--- src/hw/rtl/tps_pkg.sv ---
// ----------------------------------------------------------------------------
// tps_pkg
// Shared constants for the triangle/plane slicer: field widths, register
// indexes, reset values and queue sizing.
// ----------------------------------------------------------------------------
package tps_pkg;

  // default coordinate width (signed Q16.16)
  localparam int COORD_BITS_DEF = 32;
  // plane normal components, signed Q1.16
  localparam int NORM_BITS      = 18;
  // distance growth over a coordinate: normal width, diff sign, sum of three
  localparam int DIST_EXTRA     = NORM_BITS + 3;
  // lanes: segment a x/y/z, then segment b x/y/z
  localparam int LANES          = 6;

  // configuration register indexes
  localparam int CFG_IDX_W = 3;
  localparam logic [CFG_IDX_W-1:0] CFG_NORMAL_X  = 3'd0;
  localparam logic [CFG_IDX_W-1:0] CFG_NORMAL_Y  = 3'd1;
  localparam logic [CFG_IDX_W-1:0] CFG_NORMAL_Z  = 3'd2;
  localparam logic [CFG_IDX_W-1:0] CFG_POINT_X   = 3'd3;
  localparam logic [CFG_IDX_W-1:0] CFG_POINT_Y   = 3'd4;
  localparam logic [CFG_IDX_W-1:0] CFG_POINT_Z   = 3'd5;

  // reset normal points along +z (1.0 in Q1.16)
  localparam logic [NORM_BITS-1:0] NORMAL_Z_RESET = 18'h10000;

  // front/back decoupling queue
  localparam int QUEUE_DEPTH = 2;

endpackage

--- src/hw/rtl/tps_queue.sv ---
// ----------------------------------------------------------------------------
// tps_queue
// Small register FIFO between the classify front end and the divide back end.
// ----------------------------------------------------------------------------
module tps_queue #(
  parameter int WIDTH = 8,
  parameter int DEPTH = tps_pkg::QUEUE_DEPTH
) (
  input  logic             clk_i,
  input  logic             rst_ni,
  input  logic             push_i,
  input  logic [WIDTH-1:0] data_i,
  input  logic             pop_i,
  output logic             valid_o,
  output logic [WIDTH-1:0] data_o,
  output logic             full_o
);

  localparam int PtrW = (DEPTH > 1) ? $clog2(DEPTH) : 1;
  localparam int CntW = $clog2(DEPTH + 1);

  logic [WIDTH-1:0] mem_q [DEPTH];
  logic [PtrW-1:0]  wr_ptr_q, wr_ptr_d;
  logic [PtrW-1:0]  rd_ptr_q, rd_ptr_d;
  logic [CntW-1:0]  count_q, count_d;

  // pointer and fill count update
  always_comb begin
    wr_ptr_d = wr_ptr_q;
    rd_ptr_d = rd_ptr_q;
    count_d  = count_q;
    if (push_i) begin
      wr_ptr_d = (wr_ptr_q == PtrW'(DEPTH - 1)) ? '0 : wr_ptr_q + 1'b1;
    end
    if (pop_i) begin
      rd_ptr_d = (rd_ptr_q == PtrW'(DEPTH - 1)) ? '0 : rd_ptr_q + 1'b1;
    end
    if (push_i && !pop_i) begin
      count_d = count_q + 1'b1;
    end else if (pop_i && !push_i) begin
      count_d = count_q - 1'b1;
    end
  end

  always_ff @(posedge clk_i or negedge rst_ni) begin
    if (!rst_ni) begin
      wr_ptr_q <= '0;
      rd_ptr_q <= '0;
      count_q  <= '0;
    end else begin
      wr_ptr_q <= wr_ptr_d;
      rd_ptr_q <= rd_ptr_d;
      count_q  <= count_d;
    end
  end

  // storage
  always_ff @(posedge clk_i) begin
    if (push_i) begin
      mem_q[wr_ptr_q] <= data_i;
    end
  end

  assign data_o  = mem_q[rd_ptr_q];
  assign valid_o = (count_q != '0);
  assign full_o  = (count_q == CntW'(DEPTH));

`ifndef SYNTHESIS
  a_no_overflow : assert property (@(posedge clk_i) disable iff (!rst_ni)
    push_i |-> (!full_o || pop_i))
    else $error("queue push while full");
  a_no_underflow : assert property (@(posedge clk_i) disable iff (!rst_ni)
    pop_i |-> valid_o)
    else $error("queue pop while empty");
  a_count_bound : assert property (@(posedge clk_i) disable iff (!rst_ni)
    count_q <= CntW'(DEPTH))
    else $error("queue count beyond depth");
  a_count_step : assert property (@(posedge clk_i) disable iff (!rst_ni)
    (push_i && !pop_i) |=> (count_q == $past(count_q) + 1'b1))
    else $error("queue count did not advance on push");
`endif

endmodule

--- config.mk ---
export PLATFORM = sky130hd
export DESIGN_NAME = tps_queue
export DESIGN_NICKNAME = d
export VERILOG_FILES = /design/src/hw/rtl/tps_pkg.sv /design/src/hw/rtl/tps_queue.sv
export SDC_FILE = /design/constraint.sdc
export NUM_CORES = 1
export LEC_CHECK = 0
export ABC_AREA = 1
export BUFFER_PORTS_ARGS = -buffer_cell sky130_fd_sc_hd__clkbuf_2
export CAP_MARGIN = 10
export CORE_UTILIZATION = 40
export CTS_CLUSTER_DIAMETER = 50
export CTS_CLUSTER_SIZE = 24
export DETAILED_ROUTE_END_ITERATION = 8
export MAX_ROUTING_LAYER = met4
export PLACE_DENSITY = 0.68
export SLEW_MARGIN = 20
export SYNTH_ARGS = -nofsm -noshare
export SYNTH_HDL_FRONTEND = slang
export SYNTH_SLANG_ARGS = --single-unit
export TNS_END_PERCENT = 30
--- constraint.sdc ---
create_clock -name clk_i -period 1.6 [get_ports clk_i]
set_input_delay 0.24 -clock clk_i [delete_from_list [all_inputs] [get_ports clk_i]]
set_output_delay 0.24 -clock clk_i [all_outputs]
set_load 0.05 [all_outputs]
==> results.md, run 1 <==
- Status: completed
- Fillers: about 150
- Endpoints failing setup: 0
- Relative slew slack: 0.776
- Synth Cell Area: 818 µm²
- Hold depth: 1
- Max FO, Critical Path: 9
- Die outline height: 47.2 µm
- Largest net degree at the start of global routing: 12
- Clock tree buffer depth: 2
- FF-to-FF End: mem_q[1][0]
- Clock skew: 0.00399 ns
- Layout Cells excl Fill: between 100 and 150
- Dpl cell area: between 900 and 1000 µm²
- Routed via count: 457
- Leak: between 0.4 and 0.5 nW
- CP Data Required Time: 1.36 ns
- PD cells: 1960 nW/µm²
- WL/cell: approximately 11 µm
- Initial core utilization: 0.449
- IO buf count: 21
- Vias per cell: 4.48
- Synth Warn #: 0
- Post-synth net total: 63
- Worst Reg-to-Reg Cells: 2
- RSZ-0062 raised after global routing: true
- # DRC: 0
- Post-route ant nets: 0
- Highest Clock Rate: 644 MHz
- Minimum clock period: 1.55 ns
- Max Cap Viol: 0
- Overall routed net length: 1140 µm
- Placement Rows: 15
- Clock root buffer: clkbuf_4
- Post-route cell area: 1080 µm²
- Gpl congestion: 0.580
- Initial antenna violation count: 0
- Most frequent cells in the layout: edfxtp_1 (16), clkbuf_2 (13), mux2_4 (8), buf_8 (8), inv_1 (7)
- IO Pins: 22
- Setup_tns: 0 ns
- Num Clock Sinks: 20
- TritonCTS clock tree: yes
- First-pass GRT wire length: 1640 µm
- Peak supply drop: 0.00154 V
- Die Width: 47.2 µm
- Post-synthesis sequential area ratio: 0.709
- Nets: 91
- Core outline area: 1820 µm²
- Final hold vios: 0
- Flop2flop setup slack: approximately 0.57 ns
- Final Max Tran Viols: 0
- Setup Crit Path Kind: flop to output port
- Area Overhead vs Synth: 31.5%
- Commonest non-fill, non-tap cell in the layout: edfxtp_1
- Global-route usage over all layers: 0.119
- Placed insts: 96
- Remaining Overflow, GRT: 0
- # H-tree levels: 1
- Crit path DAT: roughly 1.3 ns
- Worst skew pair latency: 0.28 ns
- Netlist cell types: 12
- DRT Pass-1 Iters: 4
- Worst hold path endpoint: mem_q[0][2]
- Critical Path Sink Type: output port
- Worst Hold Launch: data_i[2]
- Hold Crit Class: input pin to flop
- Ant. Diodes: 0
- First DRT Iteration DRCs: 9
- Total power: 2.11 mW
- Slew of the pin with the lowest slew margin: 0.336 ns
- Worst flop-to-flop path startpoint: wr_ptr_q
- Startpoint types: flop
- Synth Register Bits: 20
- Syn Inst Count: 50
- Layout cell share with drive strength beyond 1: 0.455
- Mapped Avg Cell Area: 16.4 µm²
- CTS buffer count: 3
- Vias in the first global route: 418
- Worst-path clk slew: 0.10 ns
- Die area: about 2200 µm²
- Period utilization: 0.970
==> sequential cells by signal (all words and copies together) (netlist names) <==
name / count
wr_ptr_q: 1
rd_ptr_q: 1
mem_q: 16
count_q: 2
==> layout make-up <==
cell class                      count  area (µm²)  share of cell area
Timing Repair Buffer               24         210               0.195
Inverter                            7        26.3              0.0244
Clock buffer                        4        26.3              0.0244
Multi-Input combinational cell     22         200               0.186
Sequential cell                    20         582               0.541
Tap cell                           25        31.3              0.0291
==> cell families (layout without fill, tap and decap cells) <==
family / after synthesis / in the layout / share of synthesized area
DFF: 20 / 20 / 0.709
and+or+nand+nor: 10 / 10 / 0.0505
muxes: 8 / 8 / 0.147
buffers and inverters: 8 / 35 / 0.0459
xor gates and xnor gates: 3 / 3 / 0.0321
adders and majority gates: 1 / 1 / 0.0153
==> worst max path at each step <==
stage	startpoint	endpoint	slack, ns
after floorplan	count_q[0]	full_o	0.30
after global placement	rd_ptr_q	data_o[5]	0.14
after detailed placement	rd_ptr_q	data_o[5]	0.12
after CTS	rd_ptr_q	data_o[5]	0.009
after global routing	rd_ptr_q	data_o[7]	-0.004
final	rd_ptr_q	data_o[7]	0.05
==> worst max-delay path, cell delays in order, from the launching register on <==
cell and delay, ns:
dfrtp_2 0.54, mux2_4 0.34, buf_8 0.15
==> through the flow <==
| step | worst slack (ns) | hold slack (ns) | utilization |
|---|---|---|---|
| 2_1_floorplan | 0.297 | -0.0556 | - |
| 3_3_place_gp | 0.136 | 0.0532 | 0.522 |
| 3_5_place_dp | 0.118 | 0.0530 | 0.522 |
| 4_1_cts | 0.00910 | 0.125 | 0.586 |
| 5_1_grt | -0.00439 | 0.117 | 0.591 |
| 6_report | 0.0472 | 0.138 | 0.591 |
==> metal layers <==
layer / track usage / routed length, µm
met1: 0.125 / 498
met2: 0.197 / 575
met3: 0.0346 / 56
met4: 0.0686 / 13
met5: - / 0
==> repair_timing <==
action                                  in CTS  in global routing
hold buffers                                 1                  0
hold endpoints to repair                     4                  0
resized for setup                           17                  8
pin swaps                                    0                  0
setup buffers                                1                  0
endpoints found under the setup margin       8                  8
==> synthesized netlist by cell type <==
library cell,n,share of area
buf_6,1,0.014
nand2_1,6,0.028
nand4_1,1,0.0077
xor2_1,2,0.021
edfxtp_1,16,0.59
xnor2_1,1,0.011
nor2_1,2,0.0092
dfrtp_1,4,0.12
inv_1,7,0.032
ha_1,1,0.015
nand3_1,1,0.0061
mux2_4,8,0.15
==> power by group <==
part	switching, mW	internal, mW	total (mW)
sequential	0.108	0.708	0.816
combinational	0.600	0.468	1.07
clock	0.129	0.0966	0.226
total	0.837	1.27	2.11
Power figures use the tool's default switching activity.
==> inputs of run 2 (changes only) <==
--- a/config.mk
+++ b/config.mk
@@ -12,6 +12,7 @@
 export CTS_CLUSTER_DIAMETER = 50
 export CTS_CLUSTER_SIZE = 24
 export DETAILED_ROUTE_END_ITERATION = 8
+export GPL_TIMING_DRIVEN = 0
 export MAX_ROUTING_LAYER = met4
 export PLACE_DENSITY = 0.68
 export SLEW_MARGIN = 20
==> run 2 against run 1 <==
  * Sequential share of layout area grew 3.9 points
  * Sequential cell count unchanged
  * Largest cell class unchanged
  * Via count fell by 0.88%
  * First-iteration DRC count up 11%
  * Worst setup slack lost 0.0016 ns
  * Critical path depth rose by 1
  * Count of clock-buffer cells in the layout shrank 1
  * Largest power group unchanged
  * Routed wire length down 3.9%
  * Total power down 8.6%
  * Global-route usage stayed put
==> results.md, run 2 (same netlist as run 1, synthesis figures left out) <==
- Status: completed
- Initial antenna violation count: 0 (unchanged)
- Highest Clock Rate: 643 MHz (-0.10%)
- # DRC: 0 (unchanged)
- Fillers: 165 (+11%)
- PD cells: 1920 nW/µm² (-1.9%)
- Endpoints failing setup: 0 (unchanged)
- Layout cell share with drive strength beyond 1: 0.440 (-0.0145)
- RSZ-0062 raised after global routing: true
- # H-tree levels: 1 (unchanged)
- Critical path's slowest cell: dfrtp_1
- Initial core utilization: 0.449 (unchanged)
- Setup Crit Path Kind: flop to output port
- First-pass GRT wire length: 1610 µm (-1.7%)
- Startpoint types: flop
- Global-route usage over all layers: 0.119 (unchanged)
- CP Data Required Time: 1.36 ns (about the same)
- WL/cell: 11.0 µm (-2.0%)
- Core outline area: 1820 µm² (unchanged)
- Most frequent cells in the layout: edfxtp_1 (16), clkbuf_2 (13), mux2_4 (8)
- Largest net degree at the start of global routing: 11 (-1)
- Hold Crit Class: input pin to flop
- DRT Pass-1 Iters: 4 (unchanged)
- Clock root buffer: clkbuf_4
- Critical Path Sink Type: output port
- Placement Rows: 15 (unchanged)
- Total power: 1.93 mW (-8.6%)
- Post-route ant nets: 0 (unchanged)
- Vias in the first global route: 413 (-1.2%)
- Die Width: 47.2 µm (unchanged)
- Ant. Diodes: 0 (unchanged)
- TritonCTS clock tree: yes
- First DRT Iteration DRCs: 10 (+1)
- Minimum clock period: 1.55 ns (+0.00163 ns)
- Relative slew slack: 0.528 (-0.248)
- Routed via count: 453 (-0.88%)
- Worst skew pair latency: 0.28 ns (about the same)
- Max FO, Critical Path: 9 (unchanged)
- Peak supply drop: 0.00138 V (-10%)
- Worst-path clk slew: 0.10 ns (about the same)
- Final Max Tran Viols: 0 (unchanged)
- Area Overhead vs Synth: 22.5%
- Die outline height: 47.2 µm (unchanged)
- Top flop regs: mem_q (16), count_q (2)
- IO Pins: 22 (unchanged)
- Overall routed net length: 1100 µm (-3.9%)
- Nets: 90 (-1.1%)
- Worst path cell trace: buf_6 -> mux2_4 -> clkbuf_4
- Commonest non-fill, non-tap cell in the layout: edfxtp_1
- Slew of the pin with the lowest slew margin: 0.705 ns (+0.369 ns)
- Max reg flops: 16 (unchanged)
- Placed insts: 96 (unchanged)
- Largest register by flop count: mem_q
- Dpl hpwl: 822 µm
- Final hold vios: 0 (unchanged)
- Gpl congestion: 0.616 (+6.2%)
- Clock skew: 0.00615 ns (+0.00216 ns)
- Max Cap Viol: 0 (unchanged)
- CTS buffer count: 3 (unchanged)
- Crit path DAT: 1.31 ns (about the same)
- WP buf/inv: 2 (+1)
- Period utilization: 0.971 (+0.00102)
- Family with the most delay on the worst path: flip-flops
- Remaining Overflow, GRT: 0 (unchanged)
- Layout Cells excl Fill: 100 (-2.0%)
- Clock tree buffer depth: 2 (unchanged)
- Num Clock Sinks: 20 (unchanged)
- Slowest stage delay, CP: 0.38 ns (-0.16 ns)
- Die area: 2230 µm² (unchanged)
- Leak: 0.456 nW (-5.6%)
- Vias per cell: 4.53 (+1.1%)
- Final core utilization: 0.551 (-0.0405)
- IO buf count: 21 (unchanged)
[run 2: changes by cell type in the layout (fill, tap and decap cells not counted)]
cell	change
buf_6	+1
clkbuf_1	-1
dfrtp_2	-1
dfrtp_1	+1
buf_8	-8
buf_2	+2
buf_4	+3
clkbuf_4	+1
[run 2: report_power, final]
part	internal [mW]	total, mW	switching [mW]
combinational	0.335	0.953	0.617
clock	0.0872	0.213	0.126
sequential	0.707	0.762	0.0554
total	1.13	1.93	0.799
[run 2: repair_timing]
item,in CTS,in global routing
resized for setup,6,7
setup buffers,0,0
gates cloned,0,0
hold buffers,1,0
hold endpoints to repair,4,0
setup endpoints to repair,6,7
[run 2: cell type report]
type / count / area, µm² / share of cell area
plain buffers: 1 / 11.3 / 0.0112
clock buffers: 3 / 22.5 / 0.0225
inverters: 7 / 26.3 / 0.0262
multi-input cells: 22 / 200 / 0.200
flip-flops and latches: 20 / 581 / 0.579
well taps: 25 / 31.3 / 0.0312
repair buffers: 22 / 130 / 0.130
[run 2: routing by layer]
| metal | vias to the layer above | track usage | part of all wire |
|---|---|---|---|
| li1 | 223 | - | - |
| met4 | 0 | 0.0857 | 0.020 |
| met2 | 20 | 0.186 | 0.49 |
| met5 | - | - | 0 |
| met3 | 2 | 0.0385 | 0.066 |
| met1 | 208 | 0.125 | 0.42 |
[run 2: path summary, 6_finish.rpt]
kind,from,end,slack (ns),cells after the start
min,data_i[7],mem_q[0][7],0.14,1
min reg2reg,count_q[1],count_q[1],0.49,2
max,rd_ptr_q,data_o[5],0.05,3
max in group asynchronous,rst_ni,rd_ptr_q,1.18,2
max reg2reg,wr_ptr_q,mem_q[0][5],0.27,1
min in group asynchronous,rst_ni,count_q[0],0.29,2
[run 2: stage by stage]
stage	worst slack, ns	setup TNS [ns]	hold slack [ns]	cell area [µm²]
detailed placement	0.273	0	0.0540	955
floorplan	0.297	0	-0.0556	818
CTS	0.00107	0	0.134	1000
global route	-0.000577	-0.000577	0.130	1000
finish	0.0456	0	0.145	1000
global placement	0.262	0	0.0533	955
==> inputs of run 3 (changes only) <==
--- a/config.mk
+++ b/config.mk
@@ -15,6 +15,7 @@
 export GPL_TIMING_DRIVEN = 0
 export MAX_ROUTING_LAYER = met4
 export PLACE_DENSITY = 0.68
+export SETUP_SLACK_MARGIN = 0.4
 export SLEW_MARGIN = 20
 export SYNTH_ARGS = -nofsm -noshare
 export SYNTH_HDL_FRONTEND = slang
==> constraint.sdc (replaced) <==
create_clock -name clk_i -period 1.6 [get_ports clk_i]
set_input_delay 0.32 -clock clk_i [delete_from_list [all_inputs] [get_ports clk_i]]
set_output_delay 0.32 -clock clk_i [all_outputs]
set_load 0.05 [all_outputs]
==> run 3 against run 2 <==
  * The run now ends with setup timing left
  * Utilization up 7.4 points
  * Final cell count up 2.0%
  * Global-route usage up 1.3 points
  * Via count up 2.2%
  * Sequential power up 3.0%
  * Cell area up 13%
  * Clock skew down 0.0047 ns
  * Sequential share of layout area down 6.8 points
  * Maximum frequency down 5.1%
  * Count of clock-buffer cells in the layout up 1
  * Routed wire length up 11%
==> results.md, run 3 (same netlist as run 1, synthesis figures left out) <==
- Fillers: 147 (-11%)
- Crit path DAT: 1.32 ns (about the same)
- Final Max Tran Viols: 0 (unchanged)
- Highest Clock Rate: 611 MHz (-5.1%)
- Largest net degree at the start of global routing: 12 (+1)
- First-pass GRT wire length: 1830 µm (+13%)
- Most frequent cells in the layout: edfxtp_1 (16), clkbuf_2 (11), buf_8 (9)
- Remaining Overflow, GRT: 0 (unchanged)
- Family with the most delay on the worst path: flip-flops
- PD cells: 2040 nW/µm² (+6.0%)
- Routed via count: 463 (+2.2%)
- Period utilization: 1.02 (+0.0522)
- Layout cell share with drive strength beyond 1: 0.532 (+0.0925)
- TritonCTS clock tree: yes
- DR top layer: met4
- Register Area: 582 µm² (+0.22%)
- Dpl hpwl: 774 µm (-5.8%)
- Critical Path Sink Type: output port
- Vias in the first global route: 441 (+6.8%)
- Leak: 0.501 nW (+9.8%)
- Worst path cell trace: buf_6 -> mux2_4 -> clkbuf_16
- Area Overhead vs Synth: 39.0%
- Clock tree buffer depth: 2 (unchanged)
- Initial core utilization: 0.449 (unchanged)
- Layout Cells excl Fill: 102 (+2.0%)
- Clock skew: 0.00145 ns (-0.00470 ns)
- Die area: 2230 µm² (unchanged)
- Vias per cell: 4.54 (+0.20%)
- Ant. Diodes: 0 (unchanged)
- Worst-path clk slew: 0.10 ns (about the same)
- Startpoint types: flop
- RSZ-0062 raised after global routing: true
- Top flop regs: mem_q (16), count_q (2)
- Gpl congestion: 0.610 (-0.99%)
- IO buf count: 21 (unchanged)
- Failing checks: setup timing
- Worst Hold Launch: data_i[1]
- Max reg flops: 16 (unchanged)
- Slew of the pin with the lowest slew margin: 0.323 ns (-0.382 ns)
- Largest register by flop count: mem_q
- Worst Reg-to-Reg Cells: 2 (+1)
- # H-tree levels: 1 (unchanged)
- Die Width: 47.2 µm (unchanged)
- Final hold vios: 0 (unchanged)
- Core outline area: 1820 µm² (unchanged)
- Max FO, Critical Path: 9 (unchanged)
- Commonest non-fill, non-tap cell in the layout: edfxtp_1
- Nets: 91 (+1.1%)
- Met3 wire len: 66 µm (-8.3%)
- Flop2flop setup slack: 0.52 ns (+0.25 ns)
- Final core utilization: 0.625 (+0.0742)
- Peak supply drop: 0.00110 V (-20%)
- CP Data Required Time: 1.28 ns (-0.08 ns)
- Die outline height: 47.2 µm (unchanged)
- First DRT Iteration DRCs: 4 (-6)
- Global-route usage over all layers: 0.132 (+0.0126)
- CTS buffer count: 3 (unchanged)
- Critical path's slowest cell: dfrtp_1
- Relative slew slack: 0.784 (+0.256)
- Clock root buffer: clkbuf_4
- Placement Rows: 15 (unchanged)
- Fin worst setup slack: -0.0379 ns (-0.0835 ns)
- Post-route ant nets: 0 (unchanged)
- Status: finished, violations left
- Worst flop-to-flop path startpoint: wr_ptr_q
- DRT Pass-1 Iters: 4 (unchanged)
- IO Pins: 22 (unchanged)
- Minimum clock period: 1.64 ns (+0.0835 ns)
- # DRC: 0 (unchanged)
- Placed insts: 96 (unchanged)
- Initial antenna violation count: 0 (unchanged)
- Hold depth: 1 (unchanged)
- Slowest stage delay, CP: 0.39 ns (about the same)
- Setup Crit Path Kind: flop to output port
- Area of the multi-input gates: 218 µm² (+8.8%)
- Endpoints failing setup: 8 (+8)
- Overall routed net length: 1220 µm (+11%)
- Met2 Wirelength: 647 µm (+19%)
- Hold Crit Class: input pin to flop
- WP buf/inv: 2 (unchanged)
- Max Cap Viol: 0 (unchanged)
- WL/cell: 12.0 µm (+9.0%)
- Met1 wire length: 497 µm (+7.8%)
- Worst hold path endpoint: mem_q[0][1]
- Num Clock Sinks: 20 (unchanged)
- FF-to-FF End: mem_q[1][0]
- Worst skew pair latency: 0.29 ns (about the same)
-- run 3: worst max path at each step --
| stage | from | endpoint | slack (ns) | depth (start not counted) |
|---|---|---|---|---|
| 2_1_floorplan | rd_ptr_q | data_o[0] | 0.40 | 2 |
| 3_3_place_gp | push_i | mem_q[0][0] | 0.19 | 3 |
| 4_1_cts | rd_ptr_q | data_o[2] | -0.06 | 3 |
| 5_1_grt | rd_ptr_q | data_o[2] | -0.07 | 3 |
| 6_report | rd_ptr_q | data_o[2] | -0.04 | 3 |
| 3_5_place_dp | push_i | mem_q[0][0] | 0.17 | 3 |
-- run 3: cell type report --
class,instances,share of cell area
clock buffer,4,0.0319
inverter,7,0.0231
sequential,20,0.512
timing repair buffer,23,0.205
tap,25,0.0275
buffer,1,0.00990
multi-input combinational,22,0.191
-- run 3: metal layers --
| metal | GRT usage | up-vias |
|---|---|---|
| li1 | - | 226 |
| met1 | 0.145 | 214 |
| met2 | 0.208 | 21 |
| met3 | 0.0346 | 2 |
| met4 | 0.0857 | 0 |
| met5 | - | - |
-- run 3: timing repair --
action	CTS	global route
endpoints found under the setup margin	18	18
pin swaps	2	2
buffers inserted	1	0
gates resized for setup	23	14
hold endpoints to repair	4	0
hold buffers	1	0
-- run 3: report_power, final --
group	switching, mW	leakage [nW]	total [mW]	internal [mW]
clock	0.142	0.0210	0.281	0.139
combinational	0.685	0.283	1.25	0.568
sequential	0.0763	0.196	0.785	0.709
-- run 3: metrics by stage --
stage	setup WS, ns	hold slack, ns	cell area, µm²	total power, mW	setup TNS (ns)
2_1_floorplan	0.405	0.0244	821	1.54	0
3_3_place_gp	0.194	0.134	957	1.69	0
3_5_place_dp	0.167	0.134	957	1.70	0
4_1_cts	-0.0581	0.201	1110	2.22	-0.388
5_1_grt	-0.0749	0.200	1140	2.42	-0.432
6_report	-0.0379	0.209	1140	2.32	-0.119
